**config.mk**
```make
export PLATFORM = sky130hd
export DESIGN_NAME = dls_eval
export DESIGN_NICKNAME = d
export VERILOG_FILES = /design/src/rtl/dls_pkg.sv /design/src/rtl/dls_eval.sv
export SDC_FILE = /design/constraint.sdc
export NUM_CORES = 1
export LEC_CHECK = 0
export BUFFER_PORTS_ARGS = -buffer_cell sky130_fd_sc_hd__buf_2
export CORE_UTILIZATION = 40
export DETAILED_ROUTE_END_ITERATION = 12
export PLACE_DENSITY = 0.66
export SLEW_MARGIN = 20
export SYNTH_ARGS = -nofsm -noshare
export SYNTH_HDL_FRONTEND = slang
export SYNTH_SLANG_ARGS = --single-unit
```
**constraint.sdc**
```tcl
create_clock -name vclk -period 10.29
set_input_delay 2.058 -clock vclk [all_inputs]
set_output_delay 2.058 -clock vclk [all_outputs]
set_load 0.02 [all_outputs]
```
**src/rtl/dls_pkg.sv**
```systemverilog
package dls_pkg;

    localparam int MAX_INSTRUCTIONS = 64;
    localparam int MAX_SOURCES      = 4;
    localparam int SRC_FIELDS       = 4;
    localparam int IDX_W            = 6;
    localparam int TENSOR_AW        = 8;
    localparam int TENSOR_DEPTH     = 256;

    localparam logic [1:0] ST_SCHED    = 2'd0;
    localparam logic [1:0] ST_UNSAT    = 2'd1;
    localparam logic [1:0] ST_EMPTY    = 2'd2;
    localparam logic [1:0] ST_OVERFLOW = 2'd3;

    typedef struct packed {
        logic                           dead;
        logic signed [8:0]              dest;
        logic [2:0]                     count;
        logic [SRC_FIELDS-1:0][8:0]     src;
    } t_instr;

    typedef struct packed {
        logic                           valid;
        logic [IDX_W-1:0]               idx;
    } t_prod;

    typedef struct packed {
        logic                           dead;
        logic                           blocked;
        logic [SRC_FIELDS-1:0]          active;
        logic [SRC_FIELDS-1:0]          pvalid;
        logic [SRC_FIELDS-1:0][IDX_W-1:0] pidx;
    } t_dep;

endpackage

```
**src/rtl/dls_eval.sv**
```systemverilog
module dls_eval (
    input  dls_pkg::t_dep                    i_dep,
    input  logic [2**dls_pkg::IDX_W-1:0]     i_mask,
    input  logic [dls_pkg::IDX_W-1:0]        i_idx,
    input  logic [dls_pkg::IDX_W-1:0]        i_prev,
    input  logic                             i_prev_v,
    output logic                             o_ready,
    output logic [2:0]                       o_score
);
    always_comb begin
        o_ready = !i_dep.dead && !i_dep.blocked && !i_mask[i_idx];
        o_score = 3'd0;
        for (int k = 0; k < dls_pkg::SRC_FIELDS; k++) begin
            if (i_dep.active[k] && i_dep.pvalid[k]) begin
                if (!i_mask[i_dep.pidx[k]]) begin
                    o_ready = 1'b0;
                end
                if (i_prev_v && i_dep.pidx[k] == i_prev) begin
                    o_score = o_score + 3'd1;
                end
            end
        end
    end
endmodule

```
Word level (Yosys, flattened, before mapping)
Cells that the tools add are included.
W data, S select, Z words.
{ "classes": {"n_addsub": 3, "magnitude_cmp": 5, "n_eq_ne": 4, "n_mux": 26, "n_reduce_logical": 13} }
{ "op_table": {"columns": ["op", "n"], "rows": [
  ["$lt A6 B7 Y1 const B", 5],
  ["$bmux W1 S6", 5],
  ["$eq A6 B6 Y1", 4],
  ["$mux W3", 6],
  ["$mux W1", 15],
  ["$logic_and A1 B1 Y1", 10],
  ["$add A3 B1 Y3 const B", 3],
  ["$logic_not A1 Y1", 3]
]} }
{ "totals": {"regBits": 0, "inputBits": 111, "output_inout_bits": 4, "wordCells": 51} }

Depth between registers and ports, before layout
{ "depth": {"depth_word": 13, "ltp_mapped": 12, "ltp_nobuf": 10} }

Worst setup path before layout
OpenSTA, ideal clock, no wires.
{ "synth_timing": {"kind": "input to output", "start": "input i_dep[7] (netlist bit)", "end": "output o_score[2]", "arrival_ns": 4.542, "t_required_ns": 8.232, "setup_slack_ns": 3.690, "cell_stages": 11, "cell_sequence": "clkbuf_1 > buf_2 > xor2_1 > nor4_1 > ha_1 > mux2_2 > ha_1 > mux2_2 > ha_1 > nand4_1 > xor2_1"} }
{ "synth_via": {"elab_chain_len": 10} }
{ "synth_lines": {"columns": ["element", "line", "source"], "rows": [
  ["from (decl)", "dls_eval.sv:2", "input dls_pkg::t_dep i_dep,"],
  ["$eq A6 B6 Y1 (*)", "dls_eval.sv:18", "if (i_prev_v && i_dep.pidx[k] == i_prev) begin"],
  ["$logic_and A1 B1 Y1 (*)", "dls_eval.sv:18", null],
  ["$mux W3 (*)", "dls_eval.sv:18", null],
  ["$mux W3 (*)", "dls_eval.sv:14", "if (i_dep.active[k] && i_dep.pvalid[k]) begin"],
  ["$add A3 B1 Y3", "dls_eval.sv:19", "o_score = o_score + 3'd1;"],
  ["$mux W3", "dls_eval.sv:18", null],
  ["$mux W3 (*)", "dls_eval.sv:14", null],
  ["$add A3 B1 Y3", "dls_eval.sv:19", null],
  ["$mux W3", "dls_eval.sv:18", null],
  ["$mux W3 (*)", "dls_eval.sv:14", null],
  ["to (decl)", "dls_eval.sv:8", "output logic [2:0] o_score"]
]} }
Mark *: on every way between the ends. The rest lies on a longest branch, timed or not.

Worst setup path in the final report
{ "layout_timing": {"start": "input i_dep[6] (netlist bit)", "end": "output o_score[1]"} }
Same word-level chain as after synthesis.

==> results.json <==
{
  "status": "completed",
  "synth_area_sq_um": 3380,
  "p_seq_frac": 0,
  "globalRouteOverflowTotal": 0,
  "use_met3": 0.0307,
  "rsz0062_at_grt": "no",
  "slowest_stage": "buf_2",
  "cap_violations": 0,
  "worstSetupEndpointType": "primary output",
  "syn_inst": 321,
  "wl_per_cell_um": 23.4,
  "grt.busiest_layer": "met2",
  "ys_warn_count": 0,
  "route.detailed.drc": 0,
  "syn2layout_area_growth_pct": 15.3,
  "nClkBuffers": 0,
  "hold_viol_final": 0,
  "core_area_sq_um": 8180,
  "setup-tns-final_ns": 0,
  "rows": 33,
  "gp_congestion": 0.949,
  "relSlewSlack": 0.524,
  "grt_max_degree": 22,
  "grt_use_total": 0.276,
  "tightest_slew_ns": 0.714,
  "seq_area_sq_um": 0,
  "die-area_sq_um": 8810,
  "slowest_delay_ns": 0.55,
  "cts_setup_buffers": 0,
  "path_cells": "buf_2 > xor2_1 > nor4_1 > ha_1 > mux2_2 > ha_1 > mux2_2 > ha_1 > mux2_2 > buf_2",
  "grtUsageMet1": 0.400,
  "peakVddDrop_uv": 20.7,
  "layout.nets": 522,
  "routed_wl_um": 12000,
  "path_max_fanout": 21,
  "p_int_uw": 82.8,
  "dp_hpwl_um": 9510,
  "arrival_ns": 4.91,
  "switching_power_uw": 86.9,
  "power_uw": 170,
  "place_inst": 511,
  "synth-seq-area-share": 0,
  "power_density_nw_per_um2": 43.6,
  "syn_avg_cell_area_sq_um": 10.5,
  "nFlopsAndLatches": 0,
  "hp-class": "primary input to primary output",
  "insertedDiodeCount": 0,
  "die_w_um": 93.9,
  "whs_ns": 4.57,
  "slew_viol_final": 0,
  "worstSetupPathType": "primary input to primary output",
  "p_leak_uw": 0.00157,
  "antenna_left": 0,
  "dieHeight_um": 93.9,
  "cp.required_ns": 8.23,
  "synth_nets": 435,
  "drtIter0Drc": 314,
  "vias_per_cell": 6.91,
  "synth_cell_types": 50,
  "grt_pass1_wl_um": 18700,
  "p_comb_frac": 1.000,
  "grt_antenna_before_repair": 0,
  "use_met2": 0.454,
  "report.final.setup_viol": 0,
  "via_count": 3533,
  "clockPowerShare": 0,
  "grt_pass1_vias": 3338,
  "layout.cells.non_filler": 511,
  "start_kind": "primary input",
  "drive_gt1_frac": 0.456,
  "fin_crit_sh": 0.677,
  "max_freq_ghz": 0.144,
  "period_needed_ns": 6.97,
  "ios": 115,
  "port_buffers": 115,
  "dr.pass1.iters": 5,
  "cts_hold_buf": 0,
  "cts_resized": 0,
  "sw_frac_of_total": 0.512,
  "initial_core_util": 0.413
}
==> path summary, 6_finish.rpt <==
| path | from | cells past startpoint | endpoint |
|---|---|---|---|
| hold / removal | i_prev_v | 4 | o_score[2] |
| setup / recovery | i_dep[6] | 10 | o_score[1] |
==> cell type report <==
cell class | instances | area [sq um]
inverter | 7 | 26.3
fill | 770 | 4280
tap | 105 | 131
timing repair buffer | 115 | 576
multi-input combinational | 284 | 3160
==> power groups by stage <==
stage	Combinational, uW	Sequential [uW]	Clock, uW
2_1_floorplan	108	0	0
3_3_place_gp	165	0	0
3_5_place_dp	167	0	0
4_1_cts	168	0	0
5_1_grt	181	0	0
6_report	170	0	0
==> routing by layer <==
metal	up-vias	wire length (um)
li1	1546	-
met1	1732	4920
met2	241	5800
met3	14	1100
met4	0	159
met5	-	0
==> Yosys cell counts, drive strengths merged, types with 5 or more instances <==
cell type	instances	share of area
a22oi	14	0.033
a31oi	10	0.019
and3	5	0.0093
buf	23	0.048
clkbuf	7	0.0078
inv	7	0.0078
mux2	7	0.023
mux2i	22	0.065
mux4	70	0.48
nand2	16	0.018
nand3	20	0.030
nand3b	7	0.016
nand4	9	0.017
nor2	13	0.014
nor2b	15	0.028
o211ai	5	0.011
xnor2	7	0.018
xor2	20	0.052
==> through the flow <==
step	instance area, sq um	util	worst slack [ns]
2_1_floorplan	3380	-	3.69
3_3_place_gp	3890	0.476	3.35
3_5_place_dp	3890	0.476	3.31
4_1_cts	3890	0.476	3.31
5_1_grt	3890	0.476	3.15
6_report	3890	0.476	3.32
==> layout by cell type, fill, tap and decap left out, drive strengths merged, types with 9 or more instances in the layout <==
cell	count
buf	115
nor2	13
mux2i	22
a31oi	10
a22oi	14
nor2b	15
mux4	70
xor2	20
nand2	16
nand4	9
nand3	20
==> cells by family (layout without fill, tap and decap cells) <==
family / Yosys count / count (layout) / synth area share
fa+ha+maj: 3 / 3 / 0.0111
simple gates: 96 / 96 / 0.156
compound gates: 59 / 59 / 0.133
mux: 99 / 99 / 0.567
xor+xnor: 27 / 27 / 0.0700
buf+inv: 37 / 122 / 0.0637
==> critical path, delay by kind of cell <==
kind	cells	cell delay, ns
adder cells (fa/ha/maj)	3	0.83
multiplexers	3	0.81
buffers and inverters	2	0.71
AND/OR/NAND/NOR	1	0.33
XOR/XNOR	1	0.14
No activity file was read; power rests on OpenSTA's default activity.
