===== src/rtl/dls_ram.sv =====
module dls_ram #(
    parameter int W = 8,
    parameter int D = 64
) (
    input  logic                 i_clk,
    input  logic                 i_we,
    input  logic [$clog2(D)-1:0] i_waddr,
    input  logic [W-1:0]         i_wdata,
    input  logic [$clog2(D)-1:0] i_raddr,
    output logic [W-1:0]         o_rdata
);
    logic [W-1:0] r_mem [D];
    logic [W-1:0] r_rdata;

    always_ff @(posedge i_clk) begin
        if (i_we) begin
            r_mem[i_waddr] <= i_wdata;
        end
        r_rdata <= r_mem[i_raddr];
    end

    assign o_rdata = r_rdata;
endmodule


===== config.mk =====
export PLATFORM = sky130hd
export DESIGN_NAME = dls_ram
export DESIGN_NICKNAME = d
export VERILOG_FILES = /design/src/rtl/dls_ram.sv
export SDC_FILE = /design/constraint.sdc
export NUM_CORES = 1
export LEC_CHECK = 0
export ABC_AREA = 0
export BUFFER_PORTS_ARGS = -buffer_cell sky130_fd_sc_hd__buf_2
export CAP_MARGIN = 20
export CORE_MARGIN = 2
export CORE_UTILIZATION = 65
export DETAILED_ROUTE_END_ITERATION = 10
export MAX_ROUTING_LAYER = met4
export PLACE_DENSITY_LB_ADDON = 0.25
export SLEW_MARGIN = 5
export SYNTH_ARGS = -nofsm -noshare
export SYNTH_HDL_FRONTEND = slang
export SYNTH_SLANG_ARGS = --single-unit
export TNS_END_PERCENT = 30

===== constraint.sdc =====
create_clock -name i_clk -period 5.3 [get_ports i_clk]
set_input_delay 0.265 -clock i_clk [delete_from_list [all_inputs] [get_ports i_clk]]
set_output_delay 0.265 -clock i_clk [all_outputs]
set_load 0.01 [all_outputs]

==> Yosys cells after proc, flatten, opt, wreduce, memory -nomap -nowiden <==
Memories as Yosys holds them, arrays and structs flattened. A register that Yosys moved wholly into a read port is not among the register bits.
Cells that the tools add are included.
{ "word_totals": {"reg_bits": 0, "ramBits": 512, "inputBits": 22, "output_inout_bits": 8, "wordCells": 3, "memories": 1} }
{ "mem_list": {"columns": ["name", "words", "word_bits", "read_ports", "rd_ports_with_merged_regs", "write_ports", "line", "source"], "rows": [
  ["r_mem", 64, 8, 1, 1, 1, "12", "logic [W-1:0] r_mem [D];"]
]} }
{ "classes": {"muxes": 2} }
{ "op_table": {"columns": ["op", "n"], "rows": [
  ["2-to-1 mux 1 bit", 2]
]} }

==> Longest topological paths before layout <==
Gate-level depths: netlist (run 1).
{ "depth": {"ltp_word": 2, "mapped_depth": 9, "mapped_depth_nobuf": 5} }

==> Least setup slack after synthesis (run 1) <==
Ideal clock, no wire load.
{ "synth_path": {"path_kind": "input to register", "startpoint": "input i_raddr[1]", "endpoint": "register r_rdata[3] (netlist: o_rdata[3]) (read register of r_mem)", "setup_ns": 0.128, "arrival_ns": 1.805, "t_required_ns": 5.172, "slack_ns": 3.367, "stages": 7, "path_buffers": 3, "cell_sequence": "buf_4 buf_2 buf_2 mux4_2 mux4_2 o21ai_1 o41ai_1"} }
{ "synth_rtl": {"columns": ["element", "line", "source"], "rows": [
  ["start: declaration", "9", "input logic [$clog2(D)-1:0] i_raddr,"],
  ["end: declaration", "13", "logic [W-1:0] r_rdata;"]
]} }

==> flow_summary.yaml, run 1 <==
pwr:
  power_density_nw_per_um2: 372
  power_frac_comb_pct: 5.0
  p_sw_mw: 1.69
  p_int_mw: 6.58
  p_seq_share_pct: 55.3
  cellLeakagePower_nw: 6.92
  vdd_drop_max_v: 0.000337
  clock_power_share_pct: 39.7
  switching_share_pct: 20.5
  total_power_mw: 8.27
worst_setup_path:
  path_class: "in -> reg"
  cp.arrival_ps: 2840
  startpoint_type: "primary input"
  endpoint_kind: "flop"
  required_ps: 5710
  cp_max_fo: 61
clock_tree:
  post_cts_buffers: 0
  hold_buffers: 0
  clock_path_buffers: 3
  cts-root-buf: "clkbuf_16"
  insertion_delay_ps: 560
  cts_buffers: 50
  cts_resized: 0
  htreeDepth: 2
  clk_pin_slew_ps: 60
  cts.sinks: 520
  cts_tree: "done"
status:
  status: "finished, final reports clean"
route:
  num_vias: 9826
  wl_per_cell_um: 30.3
  ant_nets: 0
  drtIter0Drc: 1323
  drcViolationCount: 0
  vias_per_cell: 6.90
  routed_wl_mm: 43.1
  dr.pass1.iters: 5
sta:
  fin_skew_ps: 19.4
  tightest_slew_ps: 1110
  fin_tns_setup_ps: 0
  slew-limit-headroom_pct: 26.1
  grt_setup_unrepaired: "false"
  setup_violations: 0
  period_share_pct: 46.0
  slew_violations: 0
  clock.fmax_ghz: 0.411
  finalHoldViolCount: 0
  holdWs_ps: 102
  min_period_ps: 2440
finish:
  area_growth_pct: 10.2
  drive_gt1_share_pct: 24.0
  final_cells: 1425
  utilization_pct: 72.7
  fin_nets: 1010
min_path:
  hp-class: "in -> reg"
floorplanning:
  dieArea_um2: 32500
  die_w_um: 180
  fp.dieH_um: 180
  num_rows: 64
  ioPinCount: 30
  initial_core_util_pct: 65.9
  coreArea_um2: 30600
global_routing:
  gr-usage-all-layers_pct: 27.9
  grt_max_degree: 75
  antenna_found_initial: 2
  grt_pass1_vias: 9627
  overflow: 0
  grt_pass1_wl_mm: 64.0
logic_synthesis:
  synth.largest_area_cell: "edfxtp_1"
  synth_area_um2: 20200
  ys_types: 40
  synth-seq-cells: 520
  synthTopCellsByArea: "edfxtp_1 (76%), mux4_2 (14%), nor2_1 (1.5%)"
  yosysSeqAreaShare_pct: 77.0
  syn_area_per_cell_um2: 21.5
  synth.top_cell.area_share_pct: 76.2
  synth_nets: 962
  synthCells: 940
  yosysWarnings: 0
place:
  place_hpwl_mm: 25.0
  io_buffer_count: 29
  dp.cells: 1325
  gp_congestion: 0.864
run:
  drv_cap: 0
-- metrics by stage --
step           cell area, um^2  setup WS, ps
2_1_floorplan            20200          3370
3_3_place_gp             20600          2310
3_5_place_dp             20600          2280
4_1_cts                  22100          2850
5_1_grt                  22200          2730
6_report                 22200          2860
-- path summary, 6_finish.rpt --
check | startpoint | endpoint | slack [ps] | cells past startpoint
max | i_raddr[1] | o_rdata[1] | 2860 | 5
min | i_wdata[7] | r_mem[55][7] | 100 | 1
max reg2reg | r_mem[41][1] | o_rdata[1] | 3110 | 4
min reg2reg | r_mem[31][4] | o_rdata[4] | 850 | 3
-- cells by family after synthesis --
kind of cell | synth area share [%]
flip-flops | 77.0
multiplexers | 15.9
AND/OR/NAND/NOR | 3.39
AO/OA/AOI/OAI | 2.07
buffers and inverters | 1.57
-- placed cells by master (no fill, tap or decap), drive strengths merged, types with 2 or more instances in the layout --
cell / instances
a2111oi: 2
a21oi: 3
o32ai: 2
nand2b: 7
buf: 46
o22ai: 8
mux2: 13
a221oi: 6
nor3: 7
a211oi: 4
nor2b: 14
o21ai: 4
o21a: 2
clkinv: 20
clkbuf: 71
mux2i: 23
dfxtp: 8
diode: 2
nand4: 2
o221ai: 8
nand3b: 3
nand2: 19
a22oi: 3
nor4: 2
edfxtp: 512
o221a: 2
o2111ai: 3
mux4: 126
o2bb2ai: 3
o41ai: 2
nor2: 83
nand3: 13
-- worst max-delay path, cell delays in order --
cell and delay, ps:
buf_4 720, mux4_2 610, mux2_2 300, a221oi_1 750
o2bb2ai_1 160
-- per-layer routing --
metal	global-route usage, %	wire, um	vias up
met5	-	0	-
met2	41.9	20800	586
met3	4.97	4520	70
met1	41.6	17000	5136
li1	-	-	4034
met4	6.13	806	0
-- power by group through the flow --
| stage | registers [mW] | clock network (mW) | logic (mW) |
|---|---|---|---|
| 2_1_floorplan | 4.65 | 0 | 0.243 |
| 3_3_place_gp | 4.66 | 0 | 0.393 |
| 3_5_place_dp | 4.66 | 0 | 0.403 |
| 4_1_cts | 4.57 | 3.30 | 0.405 |
| 5_1_grt | 4.57 | 3.48 | 0.443 |
| 6_report | 4.57 | 3.28 | 0.417 |
-- synth_stat cells (all sizes together) --
cell and instances:
o221a 2, dfxtp 8, a211oi 4, a221oi 6, edfxtp 512, o21a 2, o2bb2ai 3, a22oi 3
nor2b 14, nor3 7, clkbuf 17, nand4b 1, or3 1, a31oi 1, mux2 13, o311ai 1
a2111oi 2, a21oi 3, mux2i 23, mux4 126, o22ai 8, nand3 13, nand3b 3, buf 34
o221ai 8, o2111ai 3, nand4 2, nor4 2, nand2 19, o41ai 2, nor2 83, and2 1
nand2b 7, o21ai 4, o32ai 2
-- flip-flops by register name, indices dropped and copies added (netlist names) --
register	count
r_mem	512
o_rdata	8
-- area by class of cell --
class	instances	area, um^2
fill	1737	8360
clock buffer	70	1390
multi-input combinational	369	4320
antenna	2	5.00
tap	396	495
sequential	520	15500
clock inverter	21	110
timing repair buffer	47	382
Note: power is estimated with default switching activity, not from simulation.
==> run 2, diff against run 1 <==
--- a/config.mk
+++ b/config.mk
@@ -9,7 +9,7 @@
 export BUFFER_PORTS_ARGS = -buffer_cell sky130_fd_sc_hd__buf_2
 export CAP_MARGIN = 20
 export CORE_MARGIN = 2
-export CORE_UTILIZATION = 65
+export CORE_UTILIZATION = 62
 export DETAILED_ROUTE_END_ITERATION = 10
 export MAX_ROUTING_LAYER = met4
 export PLACE_DENSITY_LB_ADDON = 0.25
==> constraint.sdc (replaced) <==
create_clock -name i_clk -period 2.36 [get_ports i_clk]
set_input_delay 0.118 -clock i_clk [delete_from_list [all_inputs] [get_ports i_clk]]
set_output_delay 0.118 -clock i_clk [all_outputs]
set_load 0.01 [all_outputs]
==> flow_summary.yaml, run 2 (synthesis results as in run 1) <==
finish:
  largest_reg_flops: 512
  layout_common_cells: "edfxtp_1 (512), mux4_2 (126), buf_4 (102)"
  area_growth_pct: 14.8
  final_cells: 1565
  regMostFlops: "r_mem"
  final_common_cell: "edfxtp_1"
  fin_nets: 1105
  drive_gt1_share_pct: 31.0
  utilization_pct: 71.7
route:
  wl_per_cell_um: 29.1
  drtIter0Drc: 1217
  num_vias: 10200
  routed_wl_mm: 45.6
  dr.pass1.iters: 5
  vias_per_cell: 6.52
  ant_nets: 0
  drcViolationCount: 0
pwr:
  power_density_nw_per_um2: 830
  p_int_mw: 15.3
  p_seq_share_pct: 53.3
  vdd_drop_max_v: 0.000675
  power_frac_comb_pct: 5.2
  clock_power_share_pct: 41.5
  switching_share_pct: 20.3
  cellLeakagePower_nw: 7.48
  p_sw_mw: 3.89
sta:
  fin_skew_ps: 15.4
  finalHoldViolCount: 0
  min_period_ps: 2130
  clock.fmax_ghz: 0.469
  fin_tns_setup_ps: 0
  slew-limit-headroom_pct: 53.5
  period_share_pct: 90.4
  tightest_slew_ps: 697
  setup_violations: 0
  grt_setup_unrepaired: "false"
  slew_violations: 0
place:
  gp_congestion: 0.838
  io_buffer_count: 29
  place_hpwl_mm: 27.6
  dp.cells: 1466
worst_setup_path:
  crit_slowest_cell: "mux4_2"
  max_stage_delay_ps: 530
  path_class: "reg -> reg"
  path_cells: "mux4_2 > mux4_2 > o21ai_1 > o41ai_1"
  cp-startpoint: "r_mem[55][3]"
  startpoint_type: "flop"
  cpMostUsedCell: "mux4_2"
  cp_top_family: "multiplexers"
  r2r_start: "r_mem[55][3]"
  rrSetupSlack_ps: 230
  crit_buf_inv: 0
  required_ps: 2780
  endpoint_kind: "flop"
  cp.arrival_ps: 2550
  cp_max_fo: 1
floorplanning:
  coreArea_um2: 32300
  dieArea_um2: 34000
  die_w_um: 184
  ioPinCount: 30
  fp.dieH_um: 184
  num_rows: 66
  initial_core_util_pct: 62.5
run:
  drv_cap: 0
clock_tree:
  cts_buffers: 50
  insertion_delay_ps: 570
  cts-root-buf: "clkbuf_16"
  cts_tree: "done"
  clock_path_buffers: 3
  htreeDepth: 2
  clk_pin_slew_ps: 60
  cts.sinks: 520
global_routing:
  grt_pass1_vias: 10000
  overflow: 0
  grt_pass1_wl_mm: 66.8
  grt_max_degree: 65
  antenna_found_initial: 2
  gr-usage-all-layers_pct: 28.8
min_path:
  min_from: "i_waddr[1]"
  hp-class: "in -> reg"
status:
  status: "finished, final reports clean"
-- run 2: stage by stage --
stage	setup WS [ps]	cell area (um^2)	power, mW	hold WS [ps]
after floorplan	574	20200	11.0	217
after global placement	97.3	21400	11.4	324
after detailed placement	46.9	21400	11.4	329
after CTS	247	23100	19.3	45.1
after global routing	216	23200	19.7	103
final	227	23200	19.2	80.2
-- run 2: repair_timing --
item	4_1_cts	5_1_grt
setup buffers	0	0
hold buffers	5	1
endpoints found under the hold margin	38	10
gates resized for setup	0	0
-- run 2: layout make-up --
type,count,area [um^2]
diodes,2,5.00
flip-flops and latches,520,15500
multi-input cells,369,4320
clock buffers,71,1410
well taps,442,553
repair buffers,142,1110
fillers,1833,9130
clock inverters,19,229
-- run 2: path summary, 6_finish.rpt --
check,to,cells after the start
worst max-delay path,o_rdata[3],4
worst min-delay path,r_mem[48][1],2
worst max register to register,o_rdata[3],4
worst min register to register,o_rdata[2],4
-- run 2: power groups by stage --
stage / registers (mW) / clock network [mW] / logic, mW
5_1_grt: 10.3 / 8.40 / 1.06
6_report: 10.3 / 7.97 / 1.00
3_3_place_gp: 10.4 / 0 / 0.959
4_1_cts: 10.3 / 8.05 / 0.995
3_5_place_dp: 10.5 / 0 / 0.980
2_1_floorplan: 10.4 / 0 / 0.545
-- run 2: layer usage --
metal  share of wire, %  GRT usage, %  up-vias  wire (um)
met1                 39          41.0     5295      17700
li1                   -             -     4222          -
met3                9.2          4.29      100       4210
met4                3.3          9.73        0       1490
met2                 49          43.9      588      22200
met5                  0             -        -          0
